<file path="config.mk">
export PLATFORM = sky130hd
export DESIGN_NAME = complementary_tilt_angle_filter_top
export DESIGN_NICKNAME = d
export VERILOG_FILES = /design/src/rtl/core/ctaf_pkg.sv /design/src/rtl/core/complementary_tilt_angle_filter_top.sv /design/src/rtl/core/ctaf_ctrl.sv /design/src/rtl/core/ctaf_dp.sv
export VERILOG_INCLUDE_DIRS = /design/src /design/src/rtl/core
export SDC_FILE = /design/constraint.sdc
export NUM_CORES = 2
export LEC_CHECK = 0
export BUFFER_PORTS_ARGS = -buffer_cell sky130_fd_sc_hd__buf_2
export CAP_MARGIN = 10
export CORE_ASPECT_RATIO = 0.6
export CORE_UTILIZATION = 59
export CTS_CLUSTER_SIZE = 40
export DETAILED_ROUTE_END_ITERATION = 12
export GPL_ROUTABILITY_DRIVEN = 0
export GPL_TIMING_DRIVEN = 0
export PLACE_DENSITY = 0.79
export SETUP_SLACK_MARGIN = 0.2
export SLEW_MARGIN = 20
export SYNTH_ARGS = -nofsm -noshare
export SYNTH_HDL_FRONTEND = slang
export SYNTH_HIERARCHICAL = 1
export SYNTH_SLANG_ARGS = --single-unit
</file>
<file path="constraint.sdc">
create_clock -name aclk -period 12.8 [get_ports aclk]
set_clock_uncertainty 0.05 [all_clocks]
set_input_delay 0.64 -clock aclk [delete_from_list [all_inputs] [get_ports aclk]]
set_output_delay 0.64 -clock aclk [all_outputs]
set_load 0.01 [all_outputs]
</file>
<file path="src/rtl/core/complementary_tilt_angle_filter_top_assert.svh">
// ----------------------------------------------------------------------------
// Tilt filter assertion macros
// Shorthand for clocked checks of the filter top level, gated by reset.
// ----------------------------------------------------------------------------
`ifndef COMPLEMENTARY_TILT_ANGLE_FILTER_TOP_ASSERT_SVH
`define COMPLEMENTARY_TILT_ANGLE_FILTER_TOP_ASSERT_SVH

// same-cycle implication
`define CTAF_ASSERT_SAME(lbl, ante, cons) \
    lbl: assert property (@(posedge aclk) disable iff (!aresetn) (ante) |-> (cons)) \
        else $error("tilt filter: same-cycle check failed");

// next-cycle implication
`define CTAF_ASSERT_NEXT(lbl, ante, cons) \
    lbl: assert property (@(posedge aclk) disable iff (!aresetn) (ante) |=> (cons)) \
        else $error("tilt filter: next-cycle check failed");

// invariant
`define CTAF_ASSERT_ALWAYS(lbl, cond) \
    lbl: assert property (@(posedge aclk) disable iff (!aresetn) (cond)) \
        else $error("tilt filter: invariant failed");

`endif

</file>
<file path="src/rtl/core/ctaf_pkg.sv">
// ----------------------------------------------------------------------------
// Tilt filter package
// Widths, register indexes, CORDIC angle table and the controller command.
// ----------------------------------------------------------------------------
package ctaf_pkg;

    localparam int CORDIC_STEPS        = 16;
    localparam int ANGLE_FRACTION_BITS = 16;

    localparam int TAB_BITS  = 24;
    localparam int TAB_LEN   = 24;
    localparam int TAB_IDX_W = 5;
    localparam int TAB_ENT_W = 30;

    localparam int ACCEL_W = 16;
    localparam int RATE_W  = 24;
    localparam int ALPHA_W = 17;
    localparam int DT_W    = 20;
    localparam int ANGLE_W = ANGLE_FRACTION_BITS + 10;
    localparam int UP      = TAB_BITS - ANGLE_FRACTION_BITS;

    localparam int CORDIC_W = 27;
    localparam int ACC_W    = 35;
    localparam int MUL_A_W  = 24;
    localparam int MUL_B_W  = DT_W + 1;
    localparam int PROD_W   = 46;
    localparam int DIFF_W   = 46;
    localparam int D_SPLIT  = 23;
    localparam int BLEND_W  = 64;
    localparam int BLEND_SH = 16 + UP;
    localparam int RND_W    = BLEND_W - BLEND_SH;
    localparam int ITER_W   = $clog2(CORDIC_STEPS);

    localparam int CFG_IDX_W  = 2;
    localparam int CFG_DATA_W = 20;

    localparam logic [CFG_IDX_W-1:0] REG_BLEND_WEIGHT  = CFG_IDX_W'(0);
    localparam logic [CFG_IDX_W-1:0] REG_SAMPLE_PERIOD = CFG_IDX_W'(1);

    localparam logic [ALPHA_W-1:0] ALPHA_ONE   = ALPHA_W'(65536);
    localparam logic [ALPHA_W-1:0] ALPHA_RESET = ALPHA_W'(58982);
    localparam logic [DT_W-1:0]    DT_RESET    = DT_W'(6554);

    localparam logic [ITER_W-1:0] LAST_ITER = ITER_W'(CORDIC_STEPS - 1);

    localparam logic signed [ACC_W-1:0] ACC_HALF_TURN =
        ACC_W'(longint'(180) << TAB_BITS);
    localparam logic signed [ACC_W-1:0] TILT_RND =
        ACC_W'((longint'(1) << UP) >> 1);
    localparam logic signed [BLEND_W-1:0] BLEND_RND =
        BLEND_W'(longint'(1) << (BLEND_SH - 1));
    localparam logic signed [RND_W-1:0] ANGLE_MAX =
        RND_W'((longint'(1) << (ANGLE_W - 1)) - 1);
    localparam logic signed [RND_W-1:0] ANGLE_MIN =
        RND_W'(-(longint'(1) << (ANGLE_W - 1)));

    typedef struct packed {
        logic              load;
        logic              iterate;
        logic [ITER_W-1:0] iter_idx;
        logic              tilt;
        logic              diff;
        logic              mul_lo;
        logic              mul_hi;
        logic              sum;
        logic              round;
        logic              commit;
    } dp_cmd_t;

    // atan(2^-i) in degrees, 24 fraction bits
    function automatic logic [TAB_ENT_W-1:0] atan_entry(input logic [TAB_IDX_W-1:0] idx);
        logic [TAB_ENT_W-1:0] val;
        case (idx)
            5'd0:    val = 30'd754974720;
            5'd1:    val = 30'd445687602;
            5'd2:    val = 30'd235489088;
            5'd3:    val = 30'd119537938;
            5'd4:    val = 30'd60000934;
            5'd5:    val = 30'd30029717;
            5'd6:    val = 30'd15018523;
            5'd7:    val = 30'd7509720;
            5'd8:    val = 30'd3754917;
            5'd9:    val = 30'd1877466;
            5'd10:   val = 30'd938734;
            5'd11:   val = 30'd469367;
            5'd12:   val = 30'd234684;
            5'd13:   val = 30'd117342;
            5'd14:   val = 30'd58671;
            5'd15:   val = 30'd29335;
            5'd16:   val = 30'd14668;
            5'd17:   val = 30'd7334;
            5'd18:   val = 30'd3667;
            5'd19:   val = 30'd1833;
            5'd20:   val = 30'd917;
            5'd21:   val = 30'd458;
            5'd22:   val = 30'd229;
            5'd23:   val = 30'd115;
            default: val = '0;
        endcase
        return val;
    endfunction

endpackage

</file>
<file path="src/rtl/core/complementary_tilt_angle_filter_top.sv">
// ----------------------------------------------------------------------------
// Complementary tilt-angle filter top level
// Steps: input load, CORDIC iterations, then tilt, diff, mul_lo, mul_hi, sum,
// round and commit. A new input is taken only in idle, after the last commit;
// a waiting result holds the commit and with it the next input transfer.
// Reset (aresetn low, synchronous): idle, angle cleared, registers to defaults.
// ----------------------------------------------------------------------------
`include "complementary_tilt_angle_filter_top_assert.svh"

module complementary_tilt_angle_filter_top (
    input  logic                                 aclk,
    input  logic                                 aresetn,
    input  logic                                 s_valid,
    output logic                                 s_ready,
    input  logic signed [ctaf_pkg::ACCEL_W-1:0]  s_accel_x,
    input  logic signed [ctaf_pkg::ACCEL_W-1:0]  s_accel_z,
    input  logic signed [ctaf_pkg::RATE_W-1:0]   s_gyro_rate,
    output logic                                 m_valid,
    input  logic                                 m_ready,
    output logic signed [ctaf_pkg::ANGLE_W-1:0]  m_tilt_angle,
    input  logic                                 cfg_valid,
    output logic                                 cfg_ready,
    input  logic [ctaf_pkg::CFG_IDX_W-1:0]       cfg_index,
    input  logic [ctaf_pkg::CFG_DATA_W-1:0]      cfg_data
);

    ctaf_pkg::dp_cmd_t dp_cmd;
    logic              cfg_wr;
    logic [8:0]        dp_steps;

    assign cfg_ready = 1'b1;
    assign cfg_wr    = cfg_valid && cfg_ready;

    assign dp_steps = {dp_cmd.load, dp_cmd.iterate, dp_cmd.tilt, dp_cmd.diff, dp_cmd.mul_lo,
                       dp_cmd.mul_hi, dp_cmd.sum, dp_cmd.round, dp_cmd.commit};

    ctaf_ctrl u_ctrl (
        .aclk    (aclk),
        .aresetn (aresetn),
        .s_valid (s_valid),
        .s_ready (s_ready),
        .m_valid (m_valid),
        .m_ready (m_ready),
        .cmd     (dp_cmd)
    );

    ctaf_dp u_dp (
        .aclk         (aclk),
        .aresetn      (aresetn),
        .cmd          (dp_cmd),
        .s_accel_x    (s_accel_x),
        .s_accel_z    (s_accel_z),
        .s_gyro_rate  (s_gyro_rate),
        .cfg_wr       (cfg_wr),
        .cfg_index    (cfg_index),
        .cfg_data     (cfg_data),
        .m_tilt_angle (m_tilt_angle)
    );

    `CTAF_ASSERT_NEXT(a_one_in_flight, s_valid && s_ready, !s_ready)
    `CTAF_ASSERT_SAME(a_commit_free, dp_cmd.commit, !m_valid || m_ready)
    `CTAF_ASSERT_ALWAYS(a_single_step, $onehot0(dp_steps))

endmodule

</file>
<file path="src/rtl/core/ctaf_ctrl.sv">
// ----------------------------------------------------------------------------
// Tilt filter controller
// Sequences load, CORDIC iterations, blend arithmetic and result hand-off.
// ----------------------------------------------------------------------------
module ctaf_ctrl (
    input  logic              aclk,
    input  logic              aresetn,
    input  logic              s_valid,
    output logic              s_ready,
    output logic              m_valid,
    input  logic              m_ready,
    output ctaf_pkg::dp_cmd_t cmd
);

    typedef enum logic [8:0] {
        ST_IDLE   = 9'b000000001,
        ST_ITER   = 9'b000000010,
        ST_TILT   = 9'b000000100,
        ST_DIFF   = 9'b000001000,
        ST_MUL_LO = 9'b000010000,
        ST_MUL_HI = 9'b000100000,
        ST_SUM    = 9'b001000000,
        ST_ROUND  = 9'b010000000,
        ST_COMMIT = 9'b100000000
    } state_t;

    state_t                        state_reg, state_next;
    logic [ctaf_pkg::ITER_W-1:0]   iter_reg, iter_next;
    logic                          m_valid_reg, m_valid_next;
    logic                          out_free;

    assign out_free = !m_valid_reg || m_ready;
    assign s_ready  = (state_reg == ST_IDLE);
    assign m_valid  = m_valid_reg;

    always_comb begin
        state_next   = state_reg;
        iter_next    = iter_reg;
        cmd          = '0;
        cmd.iter_idx = iter_reg;
        case (state_reg)
            ST_IDLE: begin
                if (s_valid) begin
                    cmd.load   = 1'b1;
                    iter_next  = '0;
                    state_next = ST_ITER;
                end
            end
            ST_ITER: begin
                cmd.iterate = 1'b1;
                iter_next   = iter_reg + 1'b1;
                if (iter_reg == ctaf_pkg::LAST_ITER) begin
                    state_next = ST_TILT;
                end
            end
            ST_TILT: begin
                cmd.tilt   = 1'b1;
                state_next = ST_DIFF;
            end
            ST_DIFF: begin
                cmd.diff   = 1'b1;
                state_next = ST_MUL_LO;
            end
            ST_MUL_LO: begin
                cmd.mul_lo = 1'b1;
                state_next = ST_MUL_HI;
            end
            ST_MUL_HI: begin
                cmd.mul_hi = 1'b1;
                state_next = ST_SUM;
            end
            ST_SUM: begin
                cmd.sum    = 1'b1;
                state_next = ST_ROUND;
            end
            ST_ROUND: begin
                cmd.round  = 1'b1;
                state_next = ST_COMMIT;
            end
            ST_COMMIT: begin
                // hold until the previous result is taken
                if (out_free) begin
                    cmd.commit = 1'b1;
                    state_next = ST_IDLE;
                end
            end
            default: begin
                state_next = ST_IDLE;
            end
        endcase
    end

    always_comb begin
        m_valid_next = m_valid_reg;
        if (cmd.commit) begin
            m_valid_next = 1'b1;
        end else if (m_ready) begin
            m_valid_next = 1'b0;
        end
    end

    always_ff @(posedge aclk) begin
        if (!aresetn) begin
            state_reg   <= ST_IDLE;
            iter_reg    <= '0;
            m_valid_reg <= 1'b0;
        end else begin
            state_reg   <= state_next;
            iter_reg    <= iter_next;
            m_valid_reg <= m_valid_next;
        end
    end

endmodule

</file>
<file path="src/rtl/core/ctaf_dp.sv">
// ----------------------------------------------------------------------------
// Tilt filter datapath
// Vectoring CORDIC, shared multiplier, blend, rounding and saturation.
// ----------------------------------------------------------------------------
module ctaf_dp (
    input  logic                                   aclk,
    input  logic                                   aresetn,
    input  ctaf_pkg::dp_cmd_t                      cmd,
    input  logic signed [ctaf_pkg::ACCEL_W-1:0]    s_accel_x,
    input  logic signed [ctaf_pkg::ACCEL_W-1:0]    s_accel_z,
    input  logic signed [ctaf_pkg::RATE_W-1:0]     s_gyro_rate,
    input  logic                                   cfg_wr,
    input  logic [ctaf_pkg::CFG_IDX_W-1:0]         cfg_index,
    input  logic [ctaf_pkg::CFG_DATA_W-1:0]        cfg_data,
    output logic signed [ctaf_pkg::ANGLE_W-1:0]    m_tilt_angle
);

    logic signed [ctaf_pkg::CORDIC_W-1:0] x_reg, x_next, z_reg, z_next;
    logic signed [ctaf_pkg::CORDIC_W-1:0] xs, zs, dx, dz;
    logic signed [ctaf_pkg::ACC_W-1:0]    acc_reg, acc_next, step_ang;
    logic                                 zero_reg, zero_next;
    logic signed [ctaf_pkg::RATE_W-1:0]   rate_reg, rate_next;
    logic signed [ctaf_pkg::ANGLE_W-1:0]  tilt_reg, tilt_next;
    logic signed [ctaf_pkg::PROD_W-1:0]   prod_reg, prod_next, mul_p;
    logic signed [ctaf_pkg::DIFF_W-1:0]   d_reg, d_next;
    logic signed [ctaf_pkg::BLEND_W-1:0]  blend_reg, blend_next;
    logic signed [ctaf_pkg::RND_W-1:0]    rnd_reg, rnd_next;
    logic signed [ctaf_pkg::ANGLE_W-1:0]  angle_reg, angle_next, sat_val;
    logic [ctaf_pkg::ALPHA_W-1:0]         alpha_reg, alpha_next, alpha_wr;
    logic [ctaf_pkg::DT_W-1:0]            dt_reg, dt_next;
    logic signed [ctaf_pkg::MUL_A_W-1:0]  mul_a;
    logic signed [ctaf_pkg::MUL_B_W-1:0]  mul_b;
    logic signed [ctaf_pkg::DIFF_W-ctaf_pkg::D_SPLIT-1:0] d_hi;

    assign m_tilt_angle = angle_reg;

    assign xs       = ctaf_pkg::CORDIC_W'(s_accel_x) <<< 8;
    assign zs       = ctaf_pkg::CORDIC_W'(s_accel_z) <<< 8;
    assign dx       = x_reg >>> cmd.iter_idx;
    assign dz       = z_reg >>> cmd.iter_idx;
    assign step_ang = $signed(ctaf_pkg::ACC_W'(ctaf_pkg::atan_entry(
                          ctaf_pkg::TAB_IDX_W'(cmd.iter_idx))));
    assign d_hi     = d_reg[ctaf_pkg::DIFF_W-1:ctaf_pkg::D_SPLIT];

    // shared multiplier operand select
    always_comb begin
        mul_a = '0;
        mul_b = '0;
        if (cmd.tilt) begin
            mul_a = ctaf_pkg::MUL_A_W'(rate_reg);
            mul_b = $signed({1'b0, dt_reg});
        end else if (cmd.mul_lo) begin
            mul_a = $signed({{(ctaf_pkg::MUL_A_W-ctaf_pkg::D_SPLIT){1'b0}},
                             d_reg[ctaf_pkg::D_SPLIT-1:0]});
            mul_b = $signed({{(ctaf_pkg::MUL_B_W-ctaf_pkg::ALPHA_W){1'b0}}, alpha_reg});
        end else if (cmd.mul_hi) begin
            mul_a = ctaf_pkg::MUL_A_W'(d_hi);
            mul_b = $signed({{(ctaf_pkg::MUL_B_W-ctaf_pkg::ALPHA_W){1'b0}}, alpha_reg});
        end
    end

    assign mul_p = ctaf_pkg::PROD_W'(mul_a) * ctaf_pkg::PROD_W'(mul_b);

    always_comb begin
        if (rnd_reg > ctaf_pkg::ANGLE_MAX) begin
            sat_val = ctaf_pkg::ANGLE_W'(ctaf_pkg::ANGLE_MAX);
        end else if (rnd_reg < ctaf_pkg::ANGLE_MIN) begin
            sat_val = ctaf_pkg::ANGLE_W'(ctaf_pkg::ANGLE_MIN);
        end else begin
            sat_val = ctaf_pkg::ANGLE_W'(rnd_reg);
        end
    end

    always_comb begin
        x_next     = x_reg;
        z_next     = z_reg;
        acc_next   = acc_reg;
        zero_next  = zero_reg;
        rate_next  = rate_reg;
        tilt_next  = tilt_reg;
        prod_next  = prod_reg;
        d_next     = d_reg;
        blend_next = blend_reg;
        rnd_next   = rnd_reg;
        angle_next = angle_reg;
        if (cmd.load) begin
            zero_next = (s_accel_x == 0) && (s_accel_z == 0);
            rate_next = s_gyro_rate;
            // fold the left half-plane onto the right
            if (s_accel_x < 0) begin
                x_next   = -xs;
                z_next   = -zs;
                acc_next = (s_accel_z >= 0) ? ctaf_pkg::ACC_HALF_TURN
                                            : -ctaf_pkg::ACC_HALF_TURN;
            end else begin
                x_next   = xs;
                z_next   = zs;
                acc_next = '0;
            end
        end
        if (cmd.iterate) begin
            if (z_reg >= 0) begin
                x_next   = x_reg + dz;
                z_next   = z_reg - dx;
                acc_next = acc_reg + step_ang;
            end else begin
                x_next   = x_reg - dz;
                z_next   = z_reg + dx;
                acc_next = acc_reg - step_ang;
            end
        end
        if (cmd.tilt) begin
            tilt_next = zero_reg ? '0 :
                ctaf_pkg::ANGLE_W'((acc_reg + ctaf_pkg::TILT_RND) >>> ctaf_pkg::UP);
            prod_next = mul_p;
        end
        if (cmd.diff) begin
            d_next = (ctaf_pkg::DIFF_W'(angle_reg) <<< ctaf_pkg::UP)
                   + ctaf_pkg::DIFF_W'(prod_reg)
                   - (ctaf_pkg::DIFF_W'(tilt_reg) <<< ctaf_pkg::UP);
        end
        if (cmd.mul_lo) begin
            prod_next = mul_p;
        end
        if (cmd.mul_hi) begin
            prod_next  = mul_p;
            blend_next = (ctaf_pkg::BLEND_W'(tilt_reg) <<< ctaf_pkg::BLEND_SH)
                       + ctaf_pkg::BLEND_W'(prod_reg);
        end
        if (cmd.sum) begin
            blend_next = blend_reg + (ctaf_pkg::BLEND_W'(prod_reg) <<< ctaf_pkg::D_SPLIT);
        end
        if (cmd.round) begin
            rnd_next = ctaf_pkg::RND_W'((blend_reg + ctaf_pkg::BLEND_RND)
                                        >>> ctaf_pkg::BLEND_SH);
        end
        if (cmd.commit) begin
            angle_next = sat_val;
        end
    end

    // clamp alpha to one on write
    assign alpha_wr = (cfg_data[ctaf_pkg::ALPHA_W-1:0] > ctaf_pkg::ALPHA_ONE)
                    ? ctaf_pkg::ALPHA_ONE : cfg_data[ctaf_pkg::ALPHA_W-1:0];

    always_comb begin
        alpha_next = alpha_reg;
        dt_next    = dt_reg;
        if (cfg_wr) begin
            case (cfg_index)
                ctaf_pkg::REG_BLEND_WEIGHT:  alpha_next = alpha_wr;
                ctaf_pkg::REG_SAMPLE_PERIOD: dt_next    = cfg_data[ctaf_pkg::DT_W-1:0];
                default: begin
                end
            endcase
        end
    end

    always_ff @(posedge aclk) begin
        if (!aresetn) begin
            angle_reg <= '0;
            alpha_reg <= ctaf_pkg::ALPHA_RESET;
            dt_reg    <= ctaf_pkg::DT_RESET;
        end else begin
            angle_reg <= angle_next;
            alpha_reg <= alpha_next;
            dt_reg    <= dt_next;
        end
    end

    always_ff @(posedge aclk) begin
        x_reg     <= x_next;
        z_reg     <= z_next;
        acc_reg   <= acc_next;
        zero_reg  <= zero_next;
        rate_reg  <= rate_next;
        tilt_reg  <= tilt_next;
        prod_reg  <= prod_next;
        d_reg     <= d_next;
        blend_reg <= blend_next;
        rnd_reg   <= rnd_next;
    end

endmodule

</file>
==> qor_table.md <==
| Step | Parameter | Reported |
|:---|:---|:---|
| drt | Total vias in the final route | 42200 |
| sta | Final period demand of the worst path | 12260 ps |
| grt | Largest net degree at the start of global routing | 49 |
| clock network | Post-CTS Repair Setup Buffers | 0 |
| drt | Length of routed wiring on met1 | 62400 um |
| worst hold path | HP Start | s_gyro_rate[19] |
| sta | Number of pins with negative max-slew slack in the final report | 0 |
| sta | Final worst-path cycle share | 95.7% |
| yosys | Sequential share of the synthesized area | 22.4% |
| clock network | Clock-pin slew of the registers on the worst-case setup and hold paths | 70 ps |
| pwr | Leak Pwr | 23.7 nW |
| pwr | Power density over the cells | 74.7 nW/um2 |
| clock network | Inserted Clock Buffers | 41 |
| setup path | Worst-path cell with the longest stage delay | nand2_1 |
| yosys | Average instance area after synthesis | 9.08 um2 |
| clock network | Number of buffers between clock root and the deepest sink | 3 |
| grt | Gr usage total | 37.0% |
| drt | Max layer used | met5 |
| finish | Area of all placed cells without fillers | 52100 um2 |
| setup path | Required time at the endpoint of the critical path | 13070 ps |
| finish | Most frequent standard cell in the layout excluding fill and tap cells | inv_1 |
| finish | Post-layout nets | 6457 |
| setup path | CP max stage delay | 550 ps |
| setup path | Buffers plus inverters on the worst setup path | 13 |
| setup path | Crit Path Class | reg -> reg |
| yosys | Count of synthesis-stage warnings from yosys | 6 |
| yosys | Total of flip-flops plus latches after synthesis | 388 |
| pwr | Total power of the final layout | 0.00389 W |
| drt | Iteration-0 DRC count of the detailed router | 6977 |
| run | MaxCap Viol Count | 0 |
| finish | Number of fill cells in the layout | 6619 |
| sta | Worst-case headroom to the max-slew limit | 8.46% |
| sta | Count of final setup violators | 0 |
| clock network | Skew-Pair Late Insertion Delay | 620 ps |
| die | Die area | 83400 um2 |
| sta | Fmax | 0.0816 GHz |
| worst hold path | Path type of the worst min-delay path | in -> reg |
| die | Die Wd | 372 um |
| status | Status | finished, final reports clean |
| finish | Fraction of layout cells with a size suffix above 1 | 6.51% |
| placed design | Post-detailed-placement half-perimeter wirelength | 128000 um |
| setup path | Kind of capture point of the worst setup path | flop |
| yosys | Post-synth cell types | 92 |
| setup path | Crit. Startpoint | u_ctrl/state_reg[6] |
| setup path | Cell family contributing the most delay on the critical path | adder cells |
| placed design | Instance area at placement | 50600 um2 |
| yosys | Number of enable-type register cells in the synthesized netlist | 311 |
| yosys | Ys async rst share | 0% |
| finish | Leading cell types in the layout, fill and taps excluded | 786 x inv_1, 533 x fa_1, 496 x nand2_1, 494 x nor2_1, 330 x ha_1 |
| setup path | Launch point of the worst reg-to-reg path | u_ctrl/state_reg[6] |
| drt | Met3 wirelength from detailed routing | 32400 um |
| grt | Global-route congestion overflow total | 0 |
| die | Boundary Pins | 112 |
| finish | Area Overhead vs Synth | 7.36% |
| drt | Post-DR vias/cell | 6.37 |
| yosys | Net count after synthesis | 6288 |
| drt | Total met2 wirelength after detailed routing | 55600 um |
| grt | Number of antenna violations at the first check in global routing | 7 |
| sta | Final total negative setup slack | 0 ps |
| drt | Routed length per instance | 23.3 um |
| pwr | Maximum resistive drop on vdd | 0.0856 mV |
| drt | TritonRoute pass-1 iters | 11 |
| drt | Wire length after detailed routing | 155000 um |
| drt | DRC errors left | 0 |
| clock network | Root cell of the clock tree | clkbuf_16 |
| yosys | Post-Syn Area | 48500 um2 |
| clock network | TritonCTS clock tree | yes |
| setup path | Startpoint type of the worst setup path | flop |
| sta | Number of failing hold endpoints at the final stage | 0 |
| sta | Transition at the pin with the smallest max-transition slack | 1360 ps |
| die | Starting density of the core | 59.6% |
| setup path | Arrival @ worst endpoint | 12530 ps |
| yosys | Mapped Cells | 5342 |
| clock network | H-tree depth reported by CTS | 2 |
| setup path | Top fanout value on the critical path | 10 |
| clock network | Clock Sinks | 388 |
| finish | Max FFs per register | 46 |
| die | Floorplan die height | 224 um |
| grt | First-pass GRT wire length | 232000 um |
| drt | Post-detailed-route count of antenna-violating nets | 0 |
| die | Std cell rows | 81 |
| grt | Number of global-route vias before repair | 38900 |
| yosys | Most used DFF post-synth | edfxtp_1 |
| die | Std-Cell Core Area | 81400 um2 |
| sta | RSZ-0062 raised after global routing | no |
| placed design | Port bufs | 109 |
-- synth_stat cells, types with 25 or more instances --
| library cell | number | share of area (%) |
|---|---|---|
| a21o_1 | 136 | 2.1 |
| a21oi_1 | 273 | 2.8 |
| a22oi_1 | 30 | 0.46 |
| a31oi_1 | 30 | 0.39 |
| and2_1 | 37 | 0.48 |
| and3_1 | 79 | 1.0 |
| clkbuf_1 | 167 | 1.3 |
| dfxtp_1 | 77 | 3.2 |
| edfxtp_1 | 311 | 19 |
| fa_1 | 533 | 22 |
| ha_1 | 330 | 8.5 |
| inv_1 | 788 | 6.1 |
| mux2_2 | 45 | 1.0 |
| mux2i_1 | 44 | 0.91 |
| mux4_2 | 54 | 2.5 |
| nand2_1 | 496 | 3.8 |
| nand2b_1 | 58 | 0.75 |
| nand3_1 | 106 | 1.1 |
| nand4_1 | 43 | 0.55 |
| nor2_1 | 494 | 3.8 |
| nor2b_1 | 44 | 0.57 |
| nor3_1 | 79 | 0.82 |
| nor4_1 | 25 | 0.32 |
| o21a_1 | 54 | 0.84 |
| o21ai_0 | 264 | 2.7 |
| o21bai_1 | 35 | 0.54 |
| or3_1 | 36 | 0.46 |
| xnor2_1 | 207 | 3.7 |
| xor2_1 | 152 | 2.7 |
-- final cells by class --
| class | count | area [um2] | share of cell area [%] |
|---|---|---|---|
| multi-input cells | 3963 | 33900 | 65.1 |
| flip-flops and latches | 388 | 10900 | 20.9 |
| inverters | 792 | 2970 | 5.71 |
| well taps | 1079 | 1350 | 2.59 |
| clock buffers | 53 | 1170 | 2.24 |
| plain buffers | 199 | 818 | 1.57 |
| repair buffers | 126 | 708 | 1.36 |
| clock inverters | 22 | 274 | 0.526 |
| diodes | 4 | 10.0 | 0.0192 |
-- power by group --
group / internal, W / switching (W)
logic: 0.000416 / 0.000654
clock network: 0.000753 / 0.000562
registers: 0.00142 / 0.0000843
-- path summary, 6_finish.rpt --
kind         cells past startpoint  slack [ps]           endpoint
min reg2reg                      2         420     u_dp/dt_reg[5]
max reg2reg                     37         540  u_dp/prod_reg[44]
max                             37         540  u_dp/prod_reg[44]
min                              1         170  u_dp/rate_reg[19]
-- per-stage QoR --
stage	util (%)	hold WS [ps]	setup slack (ps)	std cells
after floorplan	-	383	882	5342
after global routing	64.0	157	334	6622
after CTS	64.0	146	396	6622
final	64.0	174	545	6626
after global placement	61.9	394	-4390	6530
after detailed placement	62.2	404	453	6547
-- cells by family (layout without fill, tap and decap cells) --
group | count (synthesis) | count (layout) | share of synthesized area [%]
adder cells (fa/ha/maj) | 863 | 863 | 30.5
flip-flops | 388 | 388 | 22.4
AO/OA/AOI/OAI | 1012 | 1012 | 13.0
buffers and inverters | 991 | 1192 | 7.81
other | 1 | 5 | 0.00773
multiplexers | 152 | 152 | 4.76
XOR/XNOR | 359 | 359 | 6.48
AND/OR/NAND/NOR | 1576 | 1576 | 15.0
-- per-layer routing --
metal	track usage, %	vias up
met5	1.75	-
met4	7.72	15
met3	21.1	404
met2	44.4	3242
met1	55.8	20300
li1	-	18300
-- worst reg2reg max path, delay by kind of cell, from the launching register on --
kind,cells,cell delay [ps]
fa+ha+maj,8,4000
simple gates,9,2960
buf+inv,13,2770
compound gates,6,1630
flops,1,380
xor+xnor,1,160
-- what timing repair did --
action	4_1_cts	5_1_grt
endpoints found under the setup margin	0	6
hold buffers	0	0
resized for setup	0	3
Power figures use the tool's default switching activity.
